[config.mk]
export PLATFORM = sky130hd
export DESIGN_NAME = film_transport_step_sequencer
export DESIGN_NICKNAME = d
export VERILOG_FILES = /design/src/rtl/ftss_pkg.sv /design/src/rtl/ftss_cfg_regs.sv /design/src/rtl/ftss_seq_core.sv /design/src/rtl/ftss_out_reg.sv /design/src/rtl/film_transport_step_sequencer.sv
export SDC_FILE = /design/constraint.sdc
export NUM_CORES = 1
export LEC_CHECK = 0
export BUFFER_PORTS_ARGS = -buffer_cell sky130_fd_sc_hd__clkbuf_2
export CAP_MARGIN = 15
export CORE_UTILIZATION = 30
export CTS_BUF_LIST = sky130_fd_sc_hd__clkbuf_4
export DETAILED_ROUTE_END_ITERATION = 8
export PLACE_DENSITY = 0.49
export SYNTH_ARGS = -nofsm -noshare
export SYNTH_HDL_FRONTEND = slang
export SYNTH_SLANG_ARGS = --single-unit
[constraint.sdc]
create_clock -name clk -period 5.1 [get_ports clk]
set_input_delay 1.02 -clock clk [delete_from_list [all_inputs] [get_ports clk]]
set_output_delay 1.02 -clock clk [all_outputs]
set_load 0.01 [all_outputs]
[src/rtl/ftss_pkg.sv]
`timescale 1ns / 1ps
// ----------------------------------------------------------------------------
// ftss_pkg
// Types, codes and command decode shared by the step sequencer modules.
// ----------------------------------------------------------------------------
package ftss_pkg;

	localparam int TIMER_BITS = 16;
	localparam logic [3:0] WINDOW_SAMPLES = 4'd8;

	localparam int CFG_IDX_W = 3;

	// configuration register indexes
	localparam logic [CFG_IDX_W-1:0] CFG_RUN_HALF   = 3'd0;
	localparam logic [CFG_IDX_W-1:0] CFG_SLOW_HALF  = 3'd1;
	localparam logic [CFG_IDX_W-1:0] CFG_FAST_HALF  = 3'd2;
	localparam logic [CFG_IDX_W-1:0] CFG_SEEK_HALF  = 3'd3;
	localparam logic [CFG_IDX_W-1:0] CFG_DWELL      = 3'd4;
	localparam logic [CFG_IDX_W-1:0] CFG_STEPS      = 3'd5;
	localparam logic [CFG_IDX_W-1:0] CFG_FRAMES     = 3'd6;

	// register reset values
	localparam logic [15:0] RST_RUN_HALF  = 16'd500;
	localparam logic [15:0] RST_SLOW_HALF = 16'd500;
	localparam logic [15:0] RST_FAST_HALF = 16'd200;
	localparam logic [15:0] RST_SEEK_HALF = 16'd50;
	localparam logic [15:0] RST_DWELL     = 16'd10000;
	localparam logic [15:0] RST_STEPS     = 16'd32;
	localparam logic [9:0]  RST_FRAMES    = 10'd100;

	// command characters
	localparam logic [7:0] CH_A    = 8'd97;
	localparam logic [7:0] CH_B    = 8'd98;
	localparam logic [7:0] CH_C    = 8'd99;
	localparam logic [7:0] CH_D    = 8'd100;
	localparam logic [7:0] CH_E    = 8'd101;
	localparam logic [7:0] CH_F    = 8'd102;
	localparam logic [7:0] CH_G    = 8'd103;
	localparam logic [7:0] CH_H    = 8'd104;
	localparam logic [7:0] CH_ZERO = 8'd48;
	localparam logic [7:0] CH_ONE  = 8'd49;
	localparam logic [7:0] CH_TWO  = 8'd50;
	localparam logic [7:0] CH_FOUR = 8'd52;

	typedef enum logic [3:0] {
		MODE_RESET     = 4'd0,
		MODE_FWD       = 4'd1,
		MODE_BACK      = 4'd2,
		MODE_KEEP      = 4'd3,
		MODE_KEEP_SLOW = 4'd4,
		MODE_STOP      = 4'd5,
		MODE_END       = 4'd6,
		MODE_ONE       = 4'd7,
		MODE_LOAD      = 4'd8,
		MODE_BATCH     = 4'd9,
		MODE_TEST      = 4'd10
	} mode_t;

	typedef enum logic [2:0] {
		PH_IDLE   = 3'd0,
		PH_CLOSED = 3'd1,
		PH_OPEN   = 3'd2,
		PH_SLOW   = 3'd3,
		PH_FAST   = 3'd4,
		PH_DWELL  = 3'd5
	} phase_t;

	typedef enum logic [1:0] {
		CONT_NONE = 2'd0,
		CONT_END  = 2'd1,
		CONT_FWD  = 2'd2,
		CONT_BACK = 2'd3
	} cont_t;

	typedef struct packed {
		logic [15:0] run_half;
		logic [15:0] slow_half;
		logic [15:0] fast_half;
		logic [15:0] seek_half;
		logic [15:0] dwell;
		logic [15:0] steps;
		logic [9:0]  frames;
	} cfg_t;

	typedef struct packed {
		logic  step;
		logic  dir;
		logic  enable_n;
		mode_t mode;
		logic  busy;
		logic  moving;
		logic  sensor_echo;
		logic  echo_valid;
	} res_t;

	typedef struct packed {
		logic  valid;
		mode_t mode;
	} cmd_t;

	function automatic cmd_t cmd_decode(input logic [7:0] b);
		cmd_t c;
		c.valid = 1'b1;
		c.mode  = MODE_END;
		case (b)
			CH_A, CH_FOUR: c.mode = MODE_RESET;
			CH_B, CH_ONE:  c.mode = MODE_FWD;
			CH_C, CH_TWO:  c.mode = MODE_BACK;
			CH_D, CH_ZERO: c.mode = MODE_STOP;
			CH_E:          c.mode = MODE_ONE;
			CH_F:          c.mode = MODE_BATCH;
			CH_G:          c.mode = MODE_LOAD;
			CH_H:          c.mode = MODE_TEST;
			default:       c.valid = 1'b0;
		endcase
		return c;
	endfunction

endpackage

[src/rtl/ftss_cfg_regs.sv]
`timescale 1ns / 1ps
// ----------------------------------------------------------------------------
// ftss_cfg_regs
// Configuration register file: half periods, dwell and frame geometry.
// ----------------------------------------------------------------------------
module ftss_cfg_regs (
	input  logic                           clk,
	input  logic                           arst_n,
	input  logic                           cfg_valid,
	output logic                           cfg_ready,
	input  logic [ftss_pkg::CFG_IDX_W-1:0] cfg_index,
	input  logic [15:0]                    cfg_data,
	output ftss_pkg::cfg_t                 cfg
);
	import ftss_pkg::*;

	cfg_t cfg_q;

	assign cfg_ready = 1'b1;
	assign cfg       = cfg_q;

	always_ff @(posedge clk or negedge arst_n) begin
		if (!arst_n) begin
			cfg_q.run_half  <= RST_RUN_HALF;
			cfg_q.slow_half <= RST_SLOW_HALF;
			cfg_q.fast_half <= RST_FAST_HALF;
			cfg_q.seek_half <= RST_SEEK_HALF;
			cfg_q.dwell     <= RST_DWELL;
			cfg_q.steps     <= RST_STEPS;
			cfg_q.frames    <= RST_FRAMES;
		end else if (cfg_valid) begin
			case (cfg_index)
				CFG_RUN_HALF:  cfg_q.run_half  <= cfg_data;
				CFG_SLOW_HALF: cfg_q.slow_half <= cfg_data;
				CFG_FAST_HALF: cfg_q.fast_half <= cfg_data;
				CFG_SEEK_HALF: cfg_q.seek_half <= cfg_data;
				CFG_DWELL:     cfg_q.dwell     <= cfg_data;
				CFG_STEPS:     cfg_q.steps     <= cfg_data;
				CFG_FRAMES:    cfg_q.frames    <= cfg_data[9:0];
				default: ;
			endcase
		end
	end

endmodule

[src/rtl/ftss_seq_core.sv]
`timescale 1ns / 1ps
// ----------------------------------------------------------------------------
// ftss_seq_core
// Sequencer state and single-pass next-state logic for one beat.
// ----------------------------------------------------------------------------
module ftss_seq_core (
	input  logic           clk,
	input  logic           arst_n,
	input  logic           fire,
	input  logic           operation,
	input  logic [7:0]     command_byte,
	input  logic           sensor_level,
	input  ftss_pkg::cfg_t cfg,
	output ftss_pkg::res_t res
);
	import ftss_pkg::*;

	typedef struct packed {
		mode_t                 mode;
		logic                  moving;
		phase_t                phase;
		cont_t                 cont;
		logic [TIMER_BITS-1:0] timer;
		logic                  step;
		logic                  dir;
		logic                  enable_n;
		logic [15:0]           step_cnt;
		logic [9:0]            frame_cnt;
		logic [3:0]            win_cnt;
		logic [3:0]            win_sum;
		logic                  pend_valid;
		mode_t                 pend_mode;
	} seq_state_t;

	seq_state_t state_q;
	seq_state_t nxt;

	cmd_t                  cmd;
	logic [15:0]           half_sel;
	logic [TIMER_BITS-1:0] period;
	logic [TIMER_BITS-1:0] timer_inc;
	logic                  half_hit;
	logic                  dwell_hit;
	logic                  done_step;
	logic                  echo;
	logic                  echo_v;
	logic [3:0]            sum_new;
	logic [3:0]            cnt_new;

	function automatic seq_state_t step_begin(seq_state_t s);
		s.step  = 1'b1;
		s.timer = '0;
		return s;
	endfunction

	function automatic seq_state_t dwell_begin(seq_state_t s, logic [15:0] dwell);
		s.timer = '0;
		s.phase = (dwell == 16'd0) ? PH_IDLE : PH_DWELL;
		return s;
	endfunction

	function automatic seq_state_t slow_done(seq_state_t s, logic [15:0] dwell);
		cont_t c;
		c      = s.cont;
		s.cont = CONT_NONE;
		s.phase = PH_IDLE;
		if (c == CONT_END) begin
			s.mode = MODE_END;
		end else if (c == CONT_FWD || c == CONT_BACK) begin
			s.moving = 1'b1;
			s.dir    = (c == CONT_BACK);
			s = dwell_begin(s, dwell);
		end
		return s;
	endfunction

	function automatic seq_state_t slow_start(seq_state_t s, cfg_t c);
		if (c.steps == 16'd0) begin
			s = slow_done(s, c.dwell);
		end else begin
			s.phase    = PH_SLOW;
			s.step_cnt = '0;
			s = step_begin(s);
		end
		return s;
	endfunction

	function automatic seq_state_t home_start(seq_state_t s);
		s.enable_n = 1'b0;
		s.dir      = 1'b0;
		s.win_cnt  = '0;
		s.win_sum  = '0;
		s.phase    = PH_CLOSED;
		s = step_begin(s);
		return s;
	endfunction

	function automatic seq_state_t batch_start(seq_state_t s, cfg_t c);
		if (c.steps == 16'd0 || c.frames == 10'd0) begin
			s.mode  = MODE_END;
			s.phase = PH_IDLE;
		end else begin
			s.phase     = PH_FAST;
			s.step_cnt  = '0;
			s.frame_cnt = '0;
			s = step_begin(s);
		end
		return s;
	endfunction

	function automatic seq_state_t move_start(seq_state_t s, logic back, logic [15:0] dwell);
		if (!s.moving) begin
			s.cont = back ? CONT_BACK : CONT_FWD;
			s = home_start(s);
		end else begin
			s.mode   = MODE_KEEP;
			s.moving = 1'b1;
			s.dir    = back;
			s = dwell_begin(s, dwell);
		end
		return s;
	endfunction

	assign cmd = cmd_decode(command_byte);

	// half period for whatever is stepping on this tick; zero acts as one
	always_comb begin
		case (state_q.phase)
			PH_CLOSED, PH_OPEN: half_sel = cfg.seek_half;
			PH_SLOW:            half_sel = cfg.slow_half;
			PH_FAST:            half_sel = cfg.fast_half;
			default:            half_sel = cfg.run_half;
		endcase
	end

	assign period    = (half_sel == 16'd0) ? TIMER_BITS'(1) : half_sel;
	assign timer_inc = state_q.timer + TIMER_BITS'(1);
	assign half_hit  = (timer_inc >= period);
	assign dwell_hit = (timer_inc >= cfg.dwell);
	assign done_step = half_hit && !state_q.step;
	assign sum_new   = state_q.win_sum + {3'b000, ~sensor_level};
	assign cnt_new   = state_q.win_cnt + 4'd1;

	always_comb begin
		nxt    = state_q;
		echo   = 1'b0;
		echo_v = 1'b0;
		if (operation) begin
			if (cmd.valid) begin
				if (state_q.phase != PH_IDLE) begin
					nxt.pend_valid = 1'b1;
					nxt.pend_mode  = cmd.mode;
				end else begin
					nxt.mode = cmd.mode;
				end
			end
		end else if (state_q.phase == PH_IDLE) begin
			case (state_q.mode)
				MODE_RESET: begin
					nxt.cont = CONT_END;
					nxt = home_start(nxt);
				end
				MODE_FWD:  nxt = move_start(nxt, 1'b0, cfg.dwell);
				MODE_BACK: nxt = move_start(nxt, 1'b1, cfg.dwell);
				MODE_KEEP: begin
					if (half_hit) begin
						nxt.timer = '0;
						nxt.step  = ~state_q.step;
					end else begin
						nxt.timer = timer_inc;
					end
				end
				MODE_KEEP_SLOW: begin
					nxt.cont = CONT_NONE;
					nxt = slow_start(nxt, cfg);
				end
				MODE_STOP: begin
					nxt.step     = 1'b0;
					nxt.enable_n = 1'b0;
					nxt.mode     = MODE_END;
					nxt.moving   = 1'b0;
				end
				MODE_ONE: begin
					nxt.cont = CONT_END;
					nxt = slow_start(nxt, cfg);
				end
				MODE_LOAD: begin
					if (!state_q.moving) nxt.moving = 1'b1;
					else nxt.mode = MODE_KEEP_SLOW;
					nxt.dir = 1'b0;
				end
				MODE_BATCH: nxt = batch_start(nxt, cfg);
				MODE_TEST: begin
					echo   = sensor_level;
					echo_v = 1'b1;
				end
				default: ;
			endcase
		end else begin
			case (state_q.phase)
				PH_CLOSED, PH_OPEN: begin
					if (!half_hit) begin
						nxt.timer = timer_inc;
					end else begin
						nxt.timer = '0;
						nxt.step  = 1'b0;
						if (done_step) begin
							nxt.win_sum = sum_new;
							nxt.win_cnt = cnt_new;
							if (cnt_new >= WINDOW_SAMPLES) begin
								nxt.win_cnt = '0;
								nxt.win_sum = '0;
							end
							if (cnt_new >= WINDOW_SAMPLES && state_q.phase == PH_OPEN
									&& sum_new == WINDOW_SAMPLES) begin
								nxt.dir = 1'b1;
								nxt = slow_start(nxt, cfg);
							end else begin
								if (cnt_new >= WINDOW_SAMPLES && state_q.phase == PH_CLOSED
										&& sum_new == 4'd0)
									nxt.phase = PH_OPEN;
								nxt = step_begin(nxt);
							end
						end
					end
				end
				PH_SLOW: begin
					if (!half_hit) begin
						nxt.timer = timer_inc;
					end else begin
						nxt.timer = '0;
						nxt.step  = 1'b0;
						if (done_step) begin
							nxt.step_cnt = state_q.step_cnt + 16'd1;
							if (nxt.step_cnt >= cfg.steps) nxt = slow_done(nxt, cfg.dwell);
							else nxt = step_begin(nxt);
						end
					end
				end
				PH_FAST: begin
					if (!half_hit) begin
						nxt.timer = timer_inc;
					end else begin
						nxt.timer = '0;
						nxt.step  = 1'b0;
						if (done_step) begin
							nxt.step_cnt = state_q.step_cnt + 16'd1;
							if (nxt.step_cnt >= cfg.steps) begin
								nxt.step_cnt  = '0;
								nxt.frame_cnt = state_q.frame_cnt + 10'd1;
							end
							if (nxt.step_cnt == 16'd0 && nxt.frame_cnt >= cfg.frames
									&& state_q.step_cnt + 16'd1 >= cfg.steps) begin
								nxt.mode  = MODE_END;
								nxt.phase = PH_IDLE;
							end else begin
								nxt = step_begin(nxt);
							end
						end
					end
				end
				PH_DWELL: begin
					if (dwell_hit) begin
						nxt.timer = '0;
						nxt.phase = PH_IDLE;
					end else begin
						nxt.timer = timer_inc;
					end
				end
				default: nxt.phase = PH_IDLE;
			endcase
			// sequence over: take the held command
			if (nxt.phase == PH_IDLE && state_q.pend_valid) begin
				nxt.mode       = state_q.pend_mode;
				nxt.pend_valid = 1'b0;
			end
		end
	end

	always_ff @(posedge clk or negedge arst_n) begin
		if (!arst_n) begin
			state_q.mode       <= MODE_END;
			state_q.moving     <= 1'b0;
			state_q.phase      <= PH_IDLE;
			state_q.cont       <= CONT_NONE;
			state_q.timer      <= '0;
			state_q.step       <= 1'b0;
			state_q.dir        <= 1'b0;
			state_q.enable_n   <= 1'b1;
			state_q.step_cnt   <= '0;
			state_q.frame_cnt  <= '0;
			state_q.win_cnt    <= '0;
			state_q.win_sum    <= '0;
			state_q.pend_valid <= 1'b0;
			state_q.pend_mode  <= MODE_END;
		end else if (fire) begin
			state_q <= nxt;
		end
	end

	assign res.step        = nxt.step;
	assign res.dir         = nxt.dir;
	assign res.enable_n    = nxt.enable_n;
	assign res.mode        = nxt.mode;
	assign res.busy        = (nxt.phase != PH_IDLE);
	assign res.moving      = nxt.moving;
	assign res.sensor_echo = echo;
	assign res.echo_valid  = echo_v;

endmodule

[src/rtl/ftss_out_reg.sv]
`timescale 1ns / 1ps
// ----------------------------------------------------------------------------
// ftss_out_reg
// Result register: holds one result beat until the receiver takes it.
// ----------------------------------------------------------------------------
module ftss_out_reg (
	input  logic           clk,
	input  logic           arst_n,
	input  logic           load,
	input  ftss_pkg::res_t d,
	input  logic           out_ready,
	output logic           out_valid,
	output logic           in_ready,
	output ftss_pkg::res_t q
);
	import ftss_pkg::*;

	logic valid_q;
	res_t data_q;

	// free slot, or the held beat leaves this cycle
	assign in_ready  = !valid_q || out_ready;
	assign out_valid = valid_q;
	assign q         = data_q;

	always_ff @(posedge clk or negedge arst_n) begin
		if (!arst_n) begin
			valid_q <= 1'b0;
		end else if (in_ready) begin
			valid_q <= load;
		end
	end

	always_ff @(posedge clk) begin
		if (load) begin
			data_q <= d;
		end
	end

endmodule

[src/rtl/film_transport_step_sequencer.sv]
`timescale 1ns / 1ps
// ----------------------------------------------------------------------------
// film_transport_step_sequencer
// Stepper motor sequencer for a film transport: homing, frames and batches.
// ----------------------------------------------------------------------------
// Usage:
//  - Input channel (in_valid/in_ready): each beat is either one tick of step
//    time (operation = 0, with the shutter sensor level) or a command byte
//    (operation = 1). Feed one tick beat per microsecond of motor time.
//  - Output channel (out_valid/out_ready): exactly one result beat per input
//    beat, in order: step/dir/enable_n line levels, mode, busy, moving flag
//    and the test-mode sensor echo.
//  - Config channel (cfg_valid/cfg_ready/cfg_index/cfg_data): always ready;
//    write only while no beat is in flight.
//  - A beat's result is loaded into the result register at the edge that
//    accepts the beat. Throughput is one beat per cycle while the receiver
//    keeps up, set by the single next-state pass from state to result.
//  - When the receiver stalls, the result register holds its beat and
//    in_ready drops until that beat is taken; ready follows out_ready in the
//    same cycle, so no beat is lost or repeated.
//  - Reset: mode auto end, idle, step and dir low, driver disabled
//    (enable_n high), pending slot empty, registers at their defaults.
// ----------------------------------------------------------------------------
module film_transport_step_sequencer (
	input  logic                           clk,
	input  logic                           arst_n,
	input  logic                           in_valid,
	output logic                           in_ready,
	input  logic                           operation,
	input  logic [7:0]                     command_byte,
	input  logic                           sensor_level,
	output logic                           out_valid,
	input  logic                           out_ready,
	output logic                           step_out,
	output logic                           dir_out,
	output logic                           enable_n,
	output logic [3:0]                     mode_now,
	output logic                           busy_res,
	output logic                           moving,
	output logic                           sensor_echo,
	output logic                           echo_valid,
	input  logic                           cfg_valid,
	output logic                           cfg_ready,
	input  logic [ftss_pkg::CFG_IDX_W-1:0] cfg_index,
	input  logic [15:0]                    cfg_data
);
	import ftss_pkg::*;

	cfg_t cfg;
	res_t res_next;
	res_t res_q;
	logic fire;

	// a beat moves when the sender offers and the result slot can take it
	assign fire = in_valid && in_ready;

	ftss_cfg_regs u_cfg (
		.clk       (clk),
		.arst_n    (arst_n),
		.cfg_valid (cfg_valid),
		.cfg_ready (cfg_ready),
		.cfg_index (cfg_index),
		.cfg_data  (cfg_data),
		.cfg       (cfg)
	);

	// advance the sequencer state only on an accepted beat
	ftss_seq_core u_core (
		.clk          (clk),
		.arst_n       (arst_n),
		.fire         (fire),
		.operation    (operation),
		.command_byte (command_byte),
		.sensor_level (sensor_level),
		.cfg          (cfg),
		.res          (res_next)
	);

	// hold the result beat until the receiver takes it
	ftss_out_reg u_out (
		.clk       (clk),
		.arst_n    (arst_n),
		.load      (fire),
		.d         (res_next),
		.out_ready (out_ready),
		.out_valid (out_valid),
		.in_ready  (in_ready),
		.q         (res_q)
	);

	assign step_out    = res_q.step;
	assign dir_out     = res_q.dir;
	assign enable_n    = res_q.enable_n;
	assign mode_now    = res_q.mode;
	assign busy_res    = res_q.busy;
	assign moving      = res_q.moving;
	assign sensor_echo = res_q.sensor_echo;
	assign echo_valid  = res_q.echo_valid;

endmodule

## Word level (Yosys, flattened, before mapping)

Index checks and enable logic that the tools add are counted.

| storage, ports and cells | value |
|---|---|
| flip-flop bits (word level) | 186 |
| bits of input ports | 34 |
| output and inout port bits | 14 |
| word-level logic and storage cells | 269 |

| operators by class | value |
|---|---|
| add/subtract/negate cells | 5 |
| order comparisons | 5 |
| equality and inequality tests | 71 |
| muxes and demuxes | 100 |
| bitwise operators | 5 |
| reduce and logical (&&, ||, !) cells | 53 |

Operators by type and width:

| cell | number |
|---|---|
| two-way mux 68 bit | 28 |
| two-way mux 64 bit | 4 |
| case mux 39 bit (6 select lines) | 1 |
| two-way mux 42 bit | 4 |
| two-way mux 26 bit | 6 |
| case mux 42 bit (3 select lines) | 1 |
| case mux 16 bit (7 select lines) | 1 |
| two-way mux 16 bit | 6 |
| == test 8 x 7 -> 1 bit, second input constant | 8 |
| logical NOT 16 bit | 4 |
| case mux 16 bit (4 select lines) | 1 |
| two-way mux 62 bit | 1 |
| two-way mux 10 bit | 6 |
| two-way mux 59 bit | 1 |
| two-way mux 58 bit | 1 |
| greater-or-equal comparator 16 bit | 3 |
| two-way mux 8 bit | 6 |
| case mux 16 bit (3 select lines) | 1 |
| two-way mux 4 bit | 9 |
| case mux 5 bit (7 select lines) | 1 |
| adder 16 x 1 -> 16 bit, second input constant | 2 |
| == test 8 x 6 -> 1 bit, second input constant | 4 |
| != test 4 x 2 -> 1 bit, second input constant | 8 |
| case mux 4 bit (8 select lines) | 1 |
| other kinds (53) | 131 |

## Longest topological paths before layout

| logic depth | value |
|---|---|
| depth in word-level cells | 37 |
| mapped depth | 26 |
| depth with buffers taken out | 24 |

## By module

From an unflattened synthesis, not the netlist that was laid out.

| second synthesis, totals | value |
|---|---|
| cell total of the unflattened synthesis | 1238 |
| area total of the unflattened synthesis | 12039.0 µm² |

By module, submodules not included:

| module | times used | cells an instance | area an instance (µm²) | seq. area each (µm²) |
|---|---|---|---|---|
| ftss_seq_core | 1 | 991 | 7551.0 | 1707.9 |
| ftss_cfg_regs | 1 | 232 | 4103.9 | 2686.3 |
| ftss_out_reg | 1 | 14 | 377.9 | 355.3 |
| film_transport_step_sequencer | 1 | 1 | 6.3 | 0.0 |

## Worst setup path before layout

No wires, ideal clock.

| timing | value |
|---|---|
| path kind | reg-to-reg |
| from | register u_core.state_q[23] in the netlist's numbering |
| to | register u_out.data_q (netlist bit u_out.q[6]) (data pin) |
| arrival time | 4.907 ns |
| data required time | 4.828 ns |
| setup slack | -0.079 ns |
| stages on the path, launching flop included | 26 |
| buffers on the path | 1 |
| period minus slack after synthesis | 5.179 ns |
| cell sequence | dfrtp_1 ha_1 nand3_1 nor2_1 and3_1 xnor2_1 inv_1 ha_1 nand4_1 nor3_2 nand4_1 o211ai_1 buf_2 and4_1 and3_1 and3_1 xnor2_1 inv_1 ha_1 o21ai_0 a32oi_1 a31o_2 o311ai_2 or4_1 o211ai_1 a22oi_1 |

RTL lines:

| item | line | text |
|---|---|---|
| start, declared | ftss_seq_core.sv:35 | `seq_state_t state_q;` |
| start signal, assigned | ftss_seq_core.sv:297 | `state_q <= nxt;` |
| end signal, assigned | ftss_out_reg.sv:36 | `data_q <= d;` |
| end, declared | ftss_out_reg.sv:19 | `res_t data_q;` |

==> impl_metrics.env <==
export IMPL_status="complete, but fails checks"
export IMPL_violations="setup timing"
export IMPL_synth_distinct_cells=89
export IMPL_rows=71
export IMPL_hpwlAfterDp_mm=22.86
export IMPL_cp_top_family="simple AND/OR/NAND/NOR gates"
export IMPL_p_switching_mw=2.130
export IMPL_synthArstFlopShare=0.9409
export IMPL_fillerInstances=3804
export IMPL_synthCells=1194
export IMPL_ys_warn_count=0
export IMPL_fp_dieArea_um2=39610
export IMPL_hold_viol_final=0
export IMPL_fin_crit_sh=1.049
export IMPL_p_clk_frac=0.160
export IMPL_place_ws_ps=-467.4
export IMPL_cts_root_buf="clkbuf_4"
export IMPL_syn_num_nets=1293
export IMPL_initial_core_util=0.3070
export IMPL_yosys_area_top_type_share=0.3073
export IMPL_slowest_stage="or4_1"
export IMPL_seq_area_frac_synth=0.4079
export IMPL_grt_usage=0.1705
export IMPL_area_delta_synth_final_pct=21.80
export IMPL_crit_arrival_ps=5710
export IMPL_grt_pass1_vias=9617
export IMPL_power_leakage_nw=6.326
export IMPL_holdWs_ps=408.2
export IMPL_die_w_um=199.0
export IMPL_worst_slack_ps=-251.9
export IMPL_intPower_mw=3.145
export IMPL_synth_top_cells_by_count="dfrtp_1, nand2_1, mux2_2"
export IMPL_grt_overflow=0
export IMPL_core_um2=37930
export IMPL_period_needed_ps=5352
export IMPL_yosysTopAreaCell="dfrtp_1"
export IMPL_ioPinCount=48
export IMPL_required_ps=5460
export IMPL_ant_nets=0
export IMPL_drtIter0Drc=635
export IMPL_max_stage_delay_ps=550
export IMPL_vias=9537
export IMPL_ir_worst_vdd_mv=0.1317
export IMPL_path_clk_slew_ps=180
export IMPL_routedWlPerCell_um=17.63
export IMPL_grt_setup_unrepaired="true"
export IMPL_route_detailed_drc=0
export IMPL_clk_latency_ps=640
export IMPL_layout_drive_gt1_share=0.3304
export IMPL_maxCapViolations=0
export IMPL_clk_path_buf_depth=2
export IMPL_start_kind="flip-flop"
export IMPL_tightest_slew_ps=1006
export IMPL_clkSinkCount=186
export IMPL_synth_most_common_cell="dfrtp_1"
export IMPL_drv_slew=0
export IMPL_critPathMaxFanout=3
export IMPL_routabilityCongestion=0.8709
export IMPL_dr_pass1_iters=5
export IMPL_min_path_type="in -> async"
export IMPL_grt_antenna_before_repair=1
export IMPL_skew_ps=27.25
export IMPL_rrSetupSlack_ps=-250
export IMPL_vias_per_cell=5.089
export IMPL_synth_enable_flop_cells=11
export IMPL_multi_input_area_um2=6728
export IMPL_synth_flop_cell="dfrtp_1"
export IMPL_cts_tree="yes"
export IMPL_critPathCaptureType="flip-flop"
export IMPL_fmax_ghz=0.1869
export IMPL_startpoint="u_core.state_q[23]"
export IMPL_drt_wl_total_mm=33.04
export IMPL_htree_num_levels=4
export IMPL_syn_area_per_cell_um2=9.753
export IMPL_hold_buffers=0
export IMPL_regArea_um2=4752
export IMPL_cellPowerDensity_nw_per_um2=371.9
export IMPL_grt_max_degree=93
export IMPL_switching_share=0.4037
export IMPL_reg2reg_from="u_core.state_q[23]"
export IMPL_cts_buffers=17
export IMPL_synth_seq_cells=186
export IMPL_synth_area_um2=11640
export IMPL_die_y_um=199.0
export IMPL_io_buffers=46
export IMPL_power_frac_seq=0.394
export IMPL_grt_pass1_wl_mm=52.49
export IMPL_crit_type="reg -> reg"
export IMPL_max_slew_margin_rel=0.3203
export IMPL_critPathBufInv=4
export IMPL_crit_top_cell="and3_4"
export IMPL_ys_top_cells_by_area="dfrtp_1, mux2_2, dfstp_2, ha_1, nand2_1"
export IMPL_nNetsFinal=1448
export IMPL_finalSetupViolCount=9
export IMPL_combPwrFrac=0.446
[metrics by stage]
| step | utilization | setup TNS (ps) | instances | power, mW | instance area (um^2) |
|---|---|---|---|---|---|
| 3_3_place_gp | 0.3511 | -1279 | 1814 | 4.301 | 13320 |
| 6_report | 0.3739 | -1344 | 1874 | 5.275 | 14180 |
| 2_1_floorplan | - | 0 | 1194 | 3.398 | 11650 |
| 3_5_place_dp | 0.3511 | -2818 | 1814 | 4.323 | 13320 |
| 5_1_grt | 0.3739 | -4693 | 1874 | 5.662 | 14180 |
| 4_1_cts | 0.3680 | -84.59 | 1864 | 5.277 | 13960 |
[sequential cells by signal, summed over array words and instances (netlist names)]
register         cells
u_cfg.cfg          106
u_core.state_q      68
u_out.q             11
u_out.out_valid      1
[layout make-up]
class	count	share of cell area
Antenna cell	1	0.0001764
Clock buffer	17	0.008998
Clock inverter	15	0.01041
Inverter	81	0.02144
Multi-Input combinational cell	869	0.4743
Sequential cell	186	0.3350
Tap cell	511	0.04508
Timing Repair Buffer	194	0.1045
[cells by family (layout without fill, tap and decap cells)]
kind of cell             count (synthesis)  count (layout)  synth area share
AO/OA/AOI/OAI                          291             291            0.1693
XOR/XNOR                                43              43           0.03299
adder cells (fa/ha/maj)                 67              67           0.07156
buffers and inverters                  140             307           0.04642
flip-flops                             186             186            0.4079
multiplexers                           121             121            0.1158
other                                    1               2         0.0003220
AND/OR/NAND/NOR                        345             346            0.1557
[placed cells by master (no fill, tap or decap), types with 24 or more instances in the layout]
master and count:
dfstp_2 32, a21oi_1 41, buf_4 135, mux2_2 100
nor2_1 59, nand2_1 125, nand3_1 24, o21ai_1 47
o21ai_0 62, ha_1 62, a22o_1 27, inv_1 77
dfrtp_1 141, clkbuf_2 45
[metal layers]
layer  vias up  global-route usage  part of all wire
met5         -                   0                 0
met1      4710              0.2341              0.48
met4         0             0.04530             0.011
met3        22             0.02102             0.030
li1       4649                   -                 -
met2       156              0.2809              0.48
[worst register-to-register path, cell delays in order (launching register included)]
cell,delay [ps]
dfrtp_1,420
ha_2,230
nand3_4,90
nor2_4,120
buf_6,120
and3_4,180
xnor2_2,110
inv_1,60
ha_1,270
nand4_1,150
nor3_4,220
nand4_1,130
o211ai_1,200
buf_4,170
and4_4,220
and3_4,210
and3_4,220
xnor2_4,120
inv_2,60
ha_4,280
nand2_4,50
a32oi_4,270
a31o_2,220
o311ai_4,150
or4_1,550
o211ai_1,130
a22oi_1,130
[power by group through the flow]
stage / registers (mW) / clock network (mW) / logic [mW]
floorplan: 1.96 / 0 / 1.43
global placement: 2.09 / 0 / 2.21
detailed placement: 2.10 / 0 / 2.22
CTS: 2.08 / 0.882 / 2.32
global route: 2.12 / 0.935 / 2.60
finish: 2.08 / 0.843 / 2.35
[final timing paths]
check / end / depth (start not counted)
setup / recovery: u_out.q[6] / 26
min in group clk: u_core.state_q[39] / 1
setup reg to reg: u_out.q[6] / 26
hold reg to reg: u_core.state_q[39] / 1
hold / removal: u_core.state_q[36] / 1
max in group asynchronous: u_cfg.cfg[35] / 2
[repair_timing]
action | 4_1_cts | 5_1_grt
pin swaps | 27 | 34
gates resized for setup | 37 | 33
setup buffers | 17 | 7
cloned | 1 | 1
setup endpoints to repair | 11 | 29
No activity file was read; power rests on OpenSTA's default activity.
